`src/hw/rtl/hrfm_pkg.sv`:
```
// Shared definitions for the hysteresis rod flux model: constants, register
// indexes, the CORDIC status struct, the arctangent step table and saturation.
// No dependencies.
package hrfm_pkg;

  localparam int CORDIC_ITERATIONS_DEF = 24;
  localparam int MUL_W = 33;
  localparam int PROD_W = 2 * MUL_W;
  localparam int CY_W = 61;

  typedef enum logic [1:0] {
    REG_SLOPE_TOL = 2'd0,
    REG_COERCIVE  = 2'd1,
    REG_GAIN      = 2'd2,
    REG_SCALE     = 2'd3
  } cfg_reg_t;

  typedef struct packed {
    logic busy;
    logic done;
  } cordic_stat_t;

  // Arctangent of 2^-i in Q.32.
  function automatic logic [31:0] atan_step(input logic [5:0] i);
    logic [31:0] v;
    case (i)
      6'd0:    v = 32'd3373259426;
      6'd1:    v = 32'd1991351318;
      6'd2:    v = 32'd1052175346;
      6'd3:    v = 32'd534100635;
      6'd4:    v = 32'd268086748;
      6'd5:    v = 32'd134174063;
      6'd6:    v = 32'd67103403;
      6'd7:    v = 32'd33553749;
      6'd8:    v = 32'd16777131;
      6'd9:    v = 32'd8388597;
      6'd10:   v = 32'd4194303;
      default: v = (i < 6'd32) ? (32'd1 << (6'd32 - i)) : 32'd0;
    endcase
    return v;
  endfunction

  function automatic logic signed [31:0] sat32(input logic signed [67:0] v);
    logic signed [31:0] r;
    if (v > 68'sd2147483647) begin
      r = 32'sh7fffffff;
    end else if (v < -68'sd2147483648) begin
      r = 32'sh80000000;
    end else begin
      r = v[31:0];
    end
    return r;
  endfunction

endpackage

```
`src/hw/rtl/hrfm_cordic.sv`:
```
// Vectoring CORDIC that rotates one step per cycle and accumulates the angle.
// Depends on hrfm_pkg for the angle table and the status struct.
module hrfm_cordic import hrfm_pkg::*; #(
  parameter int ITER = CORDIC_ITERATIONS_DEF
) (
  input  logic                clk,
  input  logic                rst_n,
  input  logic                start,
  input  logic [CY_W-1:0]     cy_init,
  output cordic_stat_t        stat,
  output logic signed [35:0]  angle
);

  localparam int CNT_W = $clog2(ITER + 1);

  logic signed [63:0] cx_r, cy_r;
  logic signed [35:0] cz_r;
  logic [CNT_W-1:0]   iter_r;
  logic               busy_r, done_r;
  logic signed [63:0] dx, dy;
  logic signed [35:0] step;
  logic               last;

  assign dx   = cy_r >>> iter_r;
  assign dy   = cx_r >>> iter_r;
  assign step = {4'b0, atan_step(6'(iter_r))};
  assign last = (iter_r == CNT_W'(ITER - 1));

  always_ff @(posedge clk) begin
    if (!rst_n) begin
      busy_r <= 1'b0;
      done_r <= 1'b0;
      iter_r <= '0;
    end else begin
      done_r <= 1'b0;
      if (start) begin
        busy_r <= 1'b1;
        iter_r <= '0;
      end else if (busy_r) begin
        iter_r <= iter_r + 1'b1;
        if (last) begin
          busy_r <= 1'b0;
          done_r <= 1'b1;
        end
      end
    end
  end

  always_ff @(posedge clk) begin
    if (start) begin
      cx_r <= 64'sd274877906944;
      cy_r <= signed'({3'b0, cy_init});
      cz_r <= '0;
    end else if (busy_r) begin
      if (!cy_r[63]) begin
        cx_r <= cx_r + dx;
        cy_r <= cy_r - dy;
        cz_r <= cz_r + step;
      end else begin
        cx_r <= cx_r - dx;
        cy_r <= cy_r + dy;
        cz_r <= cz_r - step;
      end
    end
  end

  assign stat.busy = busy_r;
  assign stat.done = done_r;
  assign angle     = cz_r;

endmodule

```
`config.mk`:
```
export PLATFORM = sky130hd
export DESIGN_NAME = hrfm_cordic
export DESIGN_NICKNAME = d
export VERILOG_FILES = /design/src/hw/rtl/hrfm_pkg.sv /design/src/hw/rtl/hrfm_cordic.sv
export SDC_FILE = /design/constraint.sdc
export NUM_CORES = 1
export LEC_CHECK = 0
export ABC_AREA = 1
export CELL_PAD_IN_SITES_DETAIL_PLACEMENT = 1
export CELL_PAD_IN_SITES_GLOBAL_PLACEMENT = 2
export CORE_MARGIN = 2
export CORE_UTILIZATION = 37
export DETAILED_ROUTE_END_ITERATION = 7
export DONT_BUFFER_PORTS = 1
export GPL_TIMING_DRIVEN = 0
export HOLD_SLACK_MARGIN = 0.06
export PLACE_DENSITY = 0.95
export SLEW_MARGIN = 20
export SYNTH_ARGS = -nofsm -noshare
export SYNTH_HDL_FRONTEND = slang
export SYNTH_SLANG_ARGS = --single-unit
```
`constraint.sdc`:
```
create_clock -name clk -period 12 [get_ports clk]
set_clock_uncertainty 0.1 [all_clocks]
set_input_delay 0.6 -clock clk [delete_from_list [all_inputs] [get_ports clk]]
set_output_delay 0.6 -clock clk [all_outputs]
set_load 0.05 [all_outputs]
```
# Word-level counts from Yosys, hierarchy flattened
# Cells that the tools add are included.
[totals]
elab_cells = 45
input_bits = 64
regBits = 171
[op_classes]
reduce_logical = 4
n_mux = 10
eq_ne = 11
n_addsub = 8
bitwise = 2
n_shift = 3
[ops]
columns = ["operator", "count"]
rows = [
  ["$pmux W32 S11", 1],
  ["$add A64 B64 Y64", 2],
  ["$mux W64", 2],
  ["$sshr A64 B5 Y64", 2],
  ["$sub A64 B64 Y64", 2],
  ["$mux W61", 2],
  ["$add A36 B33 Y36", 1],
  ["$mux W36", 1],
  ["$sub A36 B33 Y36", 1],
  ["$shl A1 B6 Y32 const A", 1],
  ["$eq A5 B3 Y1 const B", 4],
  ["$eq A5 B4 Y1 const B", 3],
  ["$eq A5 B2 Y1 const B", 2],
  ["$sub A6 B5 Y6 const A", 1],
  ["$add A5 B1 Y5 const B", 1],
  ["$eq A5 B1 Y1 const B", 1],
  ["$eq A5 B5 Y1 const B", 1],
  ["$logic_not A5 Y1", 1],
  ["$mux W1", 4],
  ["$reduce_or A3 Y1", 1],
  ["$not A1 Y1", 2],
  ["$reduce_bool A2 Y1", 1],
  ["$reduce_or A2 Y1", 1],
]

# Depth between registers and ports, before layout
[depth]
depth_word = 5
mapped_depth = 39
ltp_nobuf = 36

# Least setup slack after synthesis
# No wires, ideal clock.
[synth_path]
path_type = "register to register"
from = "register iter_r[4]"
to = "register cz_r[33] (netlist: angle[33])"
arrival_time_ns = 5.107
path_stages_with_launch = 34
required_time_ns = 11.791
n_path_buf = 5
slack_ns = 6.684
synth_period_minus_slack_ns = 5.316
cell_sequence = "dfxtp_1 -> inv_1 -> buf_2 -> buf_2 -> buf_1 -> buf_1 -> ha_1 -> buf_2 -> inv_1 -> nand2_1 -> nor2_1 -> a21oi_1 -> ha_1 -> inv_1 -> nor3_4 -> nand2_2 -> nor2_4 -> inv_1 -> nand2_1 -> xor2_1 -> ha_1 -> nand2_1 -> nor2_1 -> nand2_1 -> o21ai_0 -> nand2_1 -> o21ai_0 -> a21oi_1 -> o21ai_0 -> nand3_1 -> nand3_1 -> nand3_1 -> nand2_1 -> inv_1"
[synth_via]
elab_chain_len = 5
elab_cells_between_ends = 17
[synth_rtl]
columns = ["element", "line_no", "text"]
rows = [
  ["from (decl)", "hrfm_cordic.sv:18", "logic [CNT_W-1:0] iter_r;"],
  ["from (signal assigned)", "hrfm_cordic.sv:40", "iter_r <= iter_r + 1'b1;"],
  ["$sub A6 B5 Y6", "hrfm_pkg.sv:38", "default: v = (i < 6'd32) ? (32'd1 << (6'd32 - i)) : 32'd0;"],
  ["$shl A1 B6 Y32", "hrfm_pkg.sv:38", ""],
  ["$pmux W32 S11 *", "hrfm_pkg.sv:26", "case (i)"],
  ["$add A36 B33 Y36 / $sub A36 B33 Y36 (equally long branches)", "hrfm_cordic.sv:58, hrfm_cordic.sv:62", ""],
  ["$mux W36 *", "hrfm_cordic.sv:55", "if (!cy_r[63]) begin"],
  ["to (signal assigned)", "hrfm_cordic.sv:58", "cz_r <= cz_r + step;"],
  ["to (signal assigned)", "hrfm_cordic.sv:62", "cz_r <= cz_r - step;"],
  ["to (decl)", "hrfm_cordic.sv:17", "logic signed [35:0] cz_r;"],
]
# Mark *: on every way between the ends. The rest lies on a longest branch, timed or not.
# A chain may end at the register's enable or synchronous reset.

# Worst setup path in the final report
[layout_path]
from = "register iter_r[4]"
to = "register cz_r[34] (netlist: angle[34])"
# The elaborated chain is that of the path after synthesis.

==> flow_metrics.tcl <==
set metrics [dict create \
    gp_congestion 1.066 \
    grt_overflow 0 \
    p_sw_share_pct 62.68 \
    firstDrtPassIters 5 \
    cts.path.max_buffers 2 \
    cp-start-kind "flip-flop" \
    grt_pass1_wl_um 274900 \
    drv_slew 0 \
    core-area_um2 81720 \
    synth_top_area_share_pct 19.89 \
    vias_per_cell 6.046 \
    fp.dieH_um 290.6 \
    crit_path_end_kind "flip-flop" \
    ctsHtreeMaxLevel 4 \
    p_seq_share_pct 15.6 \
    final_util_pct 39.79 \
    cp_slowest_cell "nor4_1" \
    critPathTopFamily "simple AND/OR/NAND/NOR gates" \
    clk_latency_ns 0.56 \
    die_area_um2 84430 \
    ant_nets 0 \
    max_stage_delay_ns 1.04 \
    hold_depth 2 \
    setup_slack_ns 3.267 \
    synth-seq-cells 171 \
    yosysMostFrequentCell "nand2_1" \
    synthFlopType "dfxtp_1" \
    power_frac_clock_pct 8.3 \
    syn-cell-area_um2 30380 \
    maxCapViolCount 0 \
    io_pins 102 \
    place_ws_ns 3.562 \
    setup_tns_ns 0 \
    route.detailed.wl_per_inst_um 29.22 \
    fillCellCount 11630 \
    hold_path.class "input pin to flip-flop" \
    synth_cell_types 66 \
    grt_max_degree 38 \
    max_freq_mhz 114.5 \
    synthCells 5564 \
    crit_top_cell "nand2_1" \
    ys_top_cells_by_area "nand2_1, nand3_1, nor2_1" \
    post-place-cells 6640 \
    fin_crit_sh_pct 72.77 \
    finalWirelength_um 195100 \
    netlist_top_cells_count "nand2_1, nand3_1, nor2_1" \
    path_class "flip-flop to flip-flop" \
    rr_worst_depth 35 \
    first_global_vias 40150 \
    fin_cells 6675 \
    tightest_slew_ns 1.256 \
    worstPathArrival_ns 9.08 \
    crit_cells 35 \
    postCtsSetupBuffers 0 \
    required_ns 12.35 \
    setup_violations 0 \
    p_per_area_nw_per_um2 237.5 \
    synth-seq-area-share_pct 13.28 \
    p_switching_mw 4.841 \
    dpl.hpwl_um 163200 \
    cts-resized-gates 0 \
    port_buffers 0 \
    drt-initial-drc-count 3733 \
    p_leak_nw 15.98 \
    synth_nets 5802 \
    ir_drop_uv 205.5 \
    antenna_found_initial 2 \
    synth_enable_flop_cells 61 \
    grt_usage_pct 44.92 \
    die_w_um 290.6 \
    nets 5828 \
    syn2layout_area_growth_pct 7.005 \
    rsz0062_at_grt "false" \
    path_clk_slew_ns 0.10 \
    async_reset_ff_share_pct 0 \
    start_util_pct 37.18 \
    yosysWarnings 0 \
    slew_headroom_pct 16.24 \
    route.detailed.drc 0 \
    cts-root-buf "clkbuf_16" \
    critical_path.max_fanout 10 \
    drive_gt1_share_pct 4.605 \
    reg2reg_slack_ns 3.27 \
    avgSynthCellArea_um2 5.461 \
    final_hold_viol_count 0 \
    num_vias 40360 \
    worst-path-buf-inv 11 \
    final.min_clock_period_ns 8.733 \
    yosys.area.top_type "nand2_1" \
    rows 105 \
    cts_tree "built" \
    status "completed" \
    numCtsBuffers 17 \
    pwr-share-comb_pct 76.1 \
    clock_sinks 171 \
    p_int_mw 2.882 \
]
power by group through the flow:
stage | combinational (mW) | clock (mW) | sequential, mW
after floorplan | 3.93 | 0 | 0.989
after global placement | 5.52 | 0 | 1.18
after detailed placement | 5.65 | 0 | 1.19
after CTS | 5.69 | 0.648 | 1.17
after global routing | 6.42 | 0.654 | 1.20
final | 5.88 | 0.642 | 1.20
kinds of logic after synthesis:
family                   count (synthesis)  share of synthesized area (%)
XOR/XNOR                               192                          5.535
multiplexers                             1                        0.03294
adder cells (fa/ha/maj)                174                          7.239
AND/OR/NAND/NOR                       3439                          48.33
AO/OA/AOI/OAI                          820                          15.38
buffers and inverters                  767                          10.21
flip-flops                             171                          13.28
routing by layer:
layer | vias to the layer above | global-route usage (%) | part of all wire (%) | wire, um
met3 | 472 | 13.14 | 9.8 | 19170
met4 | 0 | 27.64 | 7.0 | 13690
met2 | 1845 | 68.34 | 42 | 81970
met5 | - | 0 | 0 | 0
li1 | 18510 | - | - | -
met1 | 19540 | 55.72 | 41 | 80220
metrics by stage:
stage / power [mW] / hold slack, ns / cell area [um2]
6_report: 7.723 / 0.1121 / 32510
5_1_grt: 8.270 / 0.1271 / 32510
4_1_cts: 7.505 / 0.06963 / 32500
3_5_place_dp: 6.838 / 0.4052 / 31890
3_3_place_gp: 6.698 / 0.3930 / 31720
2_1_floorplan: 4.914 / 0.3785 / 30380
cells in the final DEF (no fill, tap or decap), types with 66 or more instances in the layout:
cell type,synthesis,layout
ha_1,171,171
a21oi_1,278,278
nor2_1,698,698
dfxtp_1,110,110
nand3_1,903,903
buf_2,67,74
xor2_1,128,128
inv_1,547,547
a31oi_1,66,66
nand2_1,1610,1609
o21ai_0,280,279
flip-flops by register name, indices dropped and copies added (netlist names):
signal / flops
cx_r: 64
done_r: 1
busy_r: 1
cy_r: 64
angle: 36
iter_r: 5
worst paths after layout:
| kind | startpoint | to |
|---|---|---|
| max | iter_r[4] | angle[34] |
| min | rst_n | iter_r[0] |
| max reg2reg | iter_r[4] | angle[34] |
| min reg2reg | cx_r[0] | cx_r[0] |
repair_timing:
action | 4_1_cts | 5_1_grt
endpoints found under the setup margin | 0 | 0
hold buffers | 1 | 0
hold endpoints to repair | 1 | 0
final cells by class:
type	instances	area, um2	share of cell area, %
Antenna cell	2	5.005	0.01539
Buffer	209	1033	3.179
Clock buffer	18	450.4	1.385
Clock inverter	14	146.4	0.4503
Inverter	558	2098	6.454
Multi-Input combinational cell	4626	23260	71.55
Sequential cell	171	4034	12.41
Tap cell	1070	1339	4.118
Timing Repair Buffer	7	143.9	0.4426
Note: power is estimated with default switching activity, not from simulation.
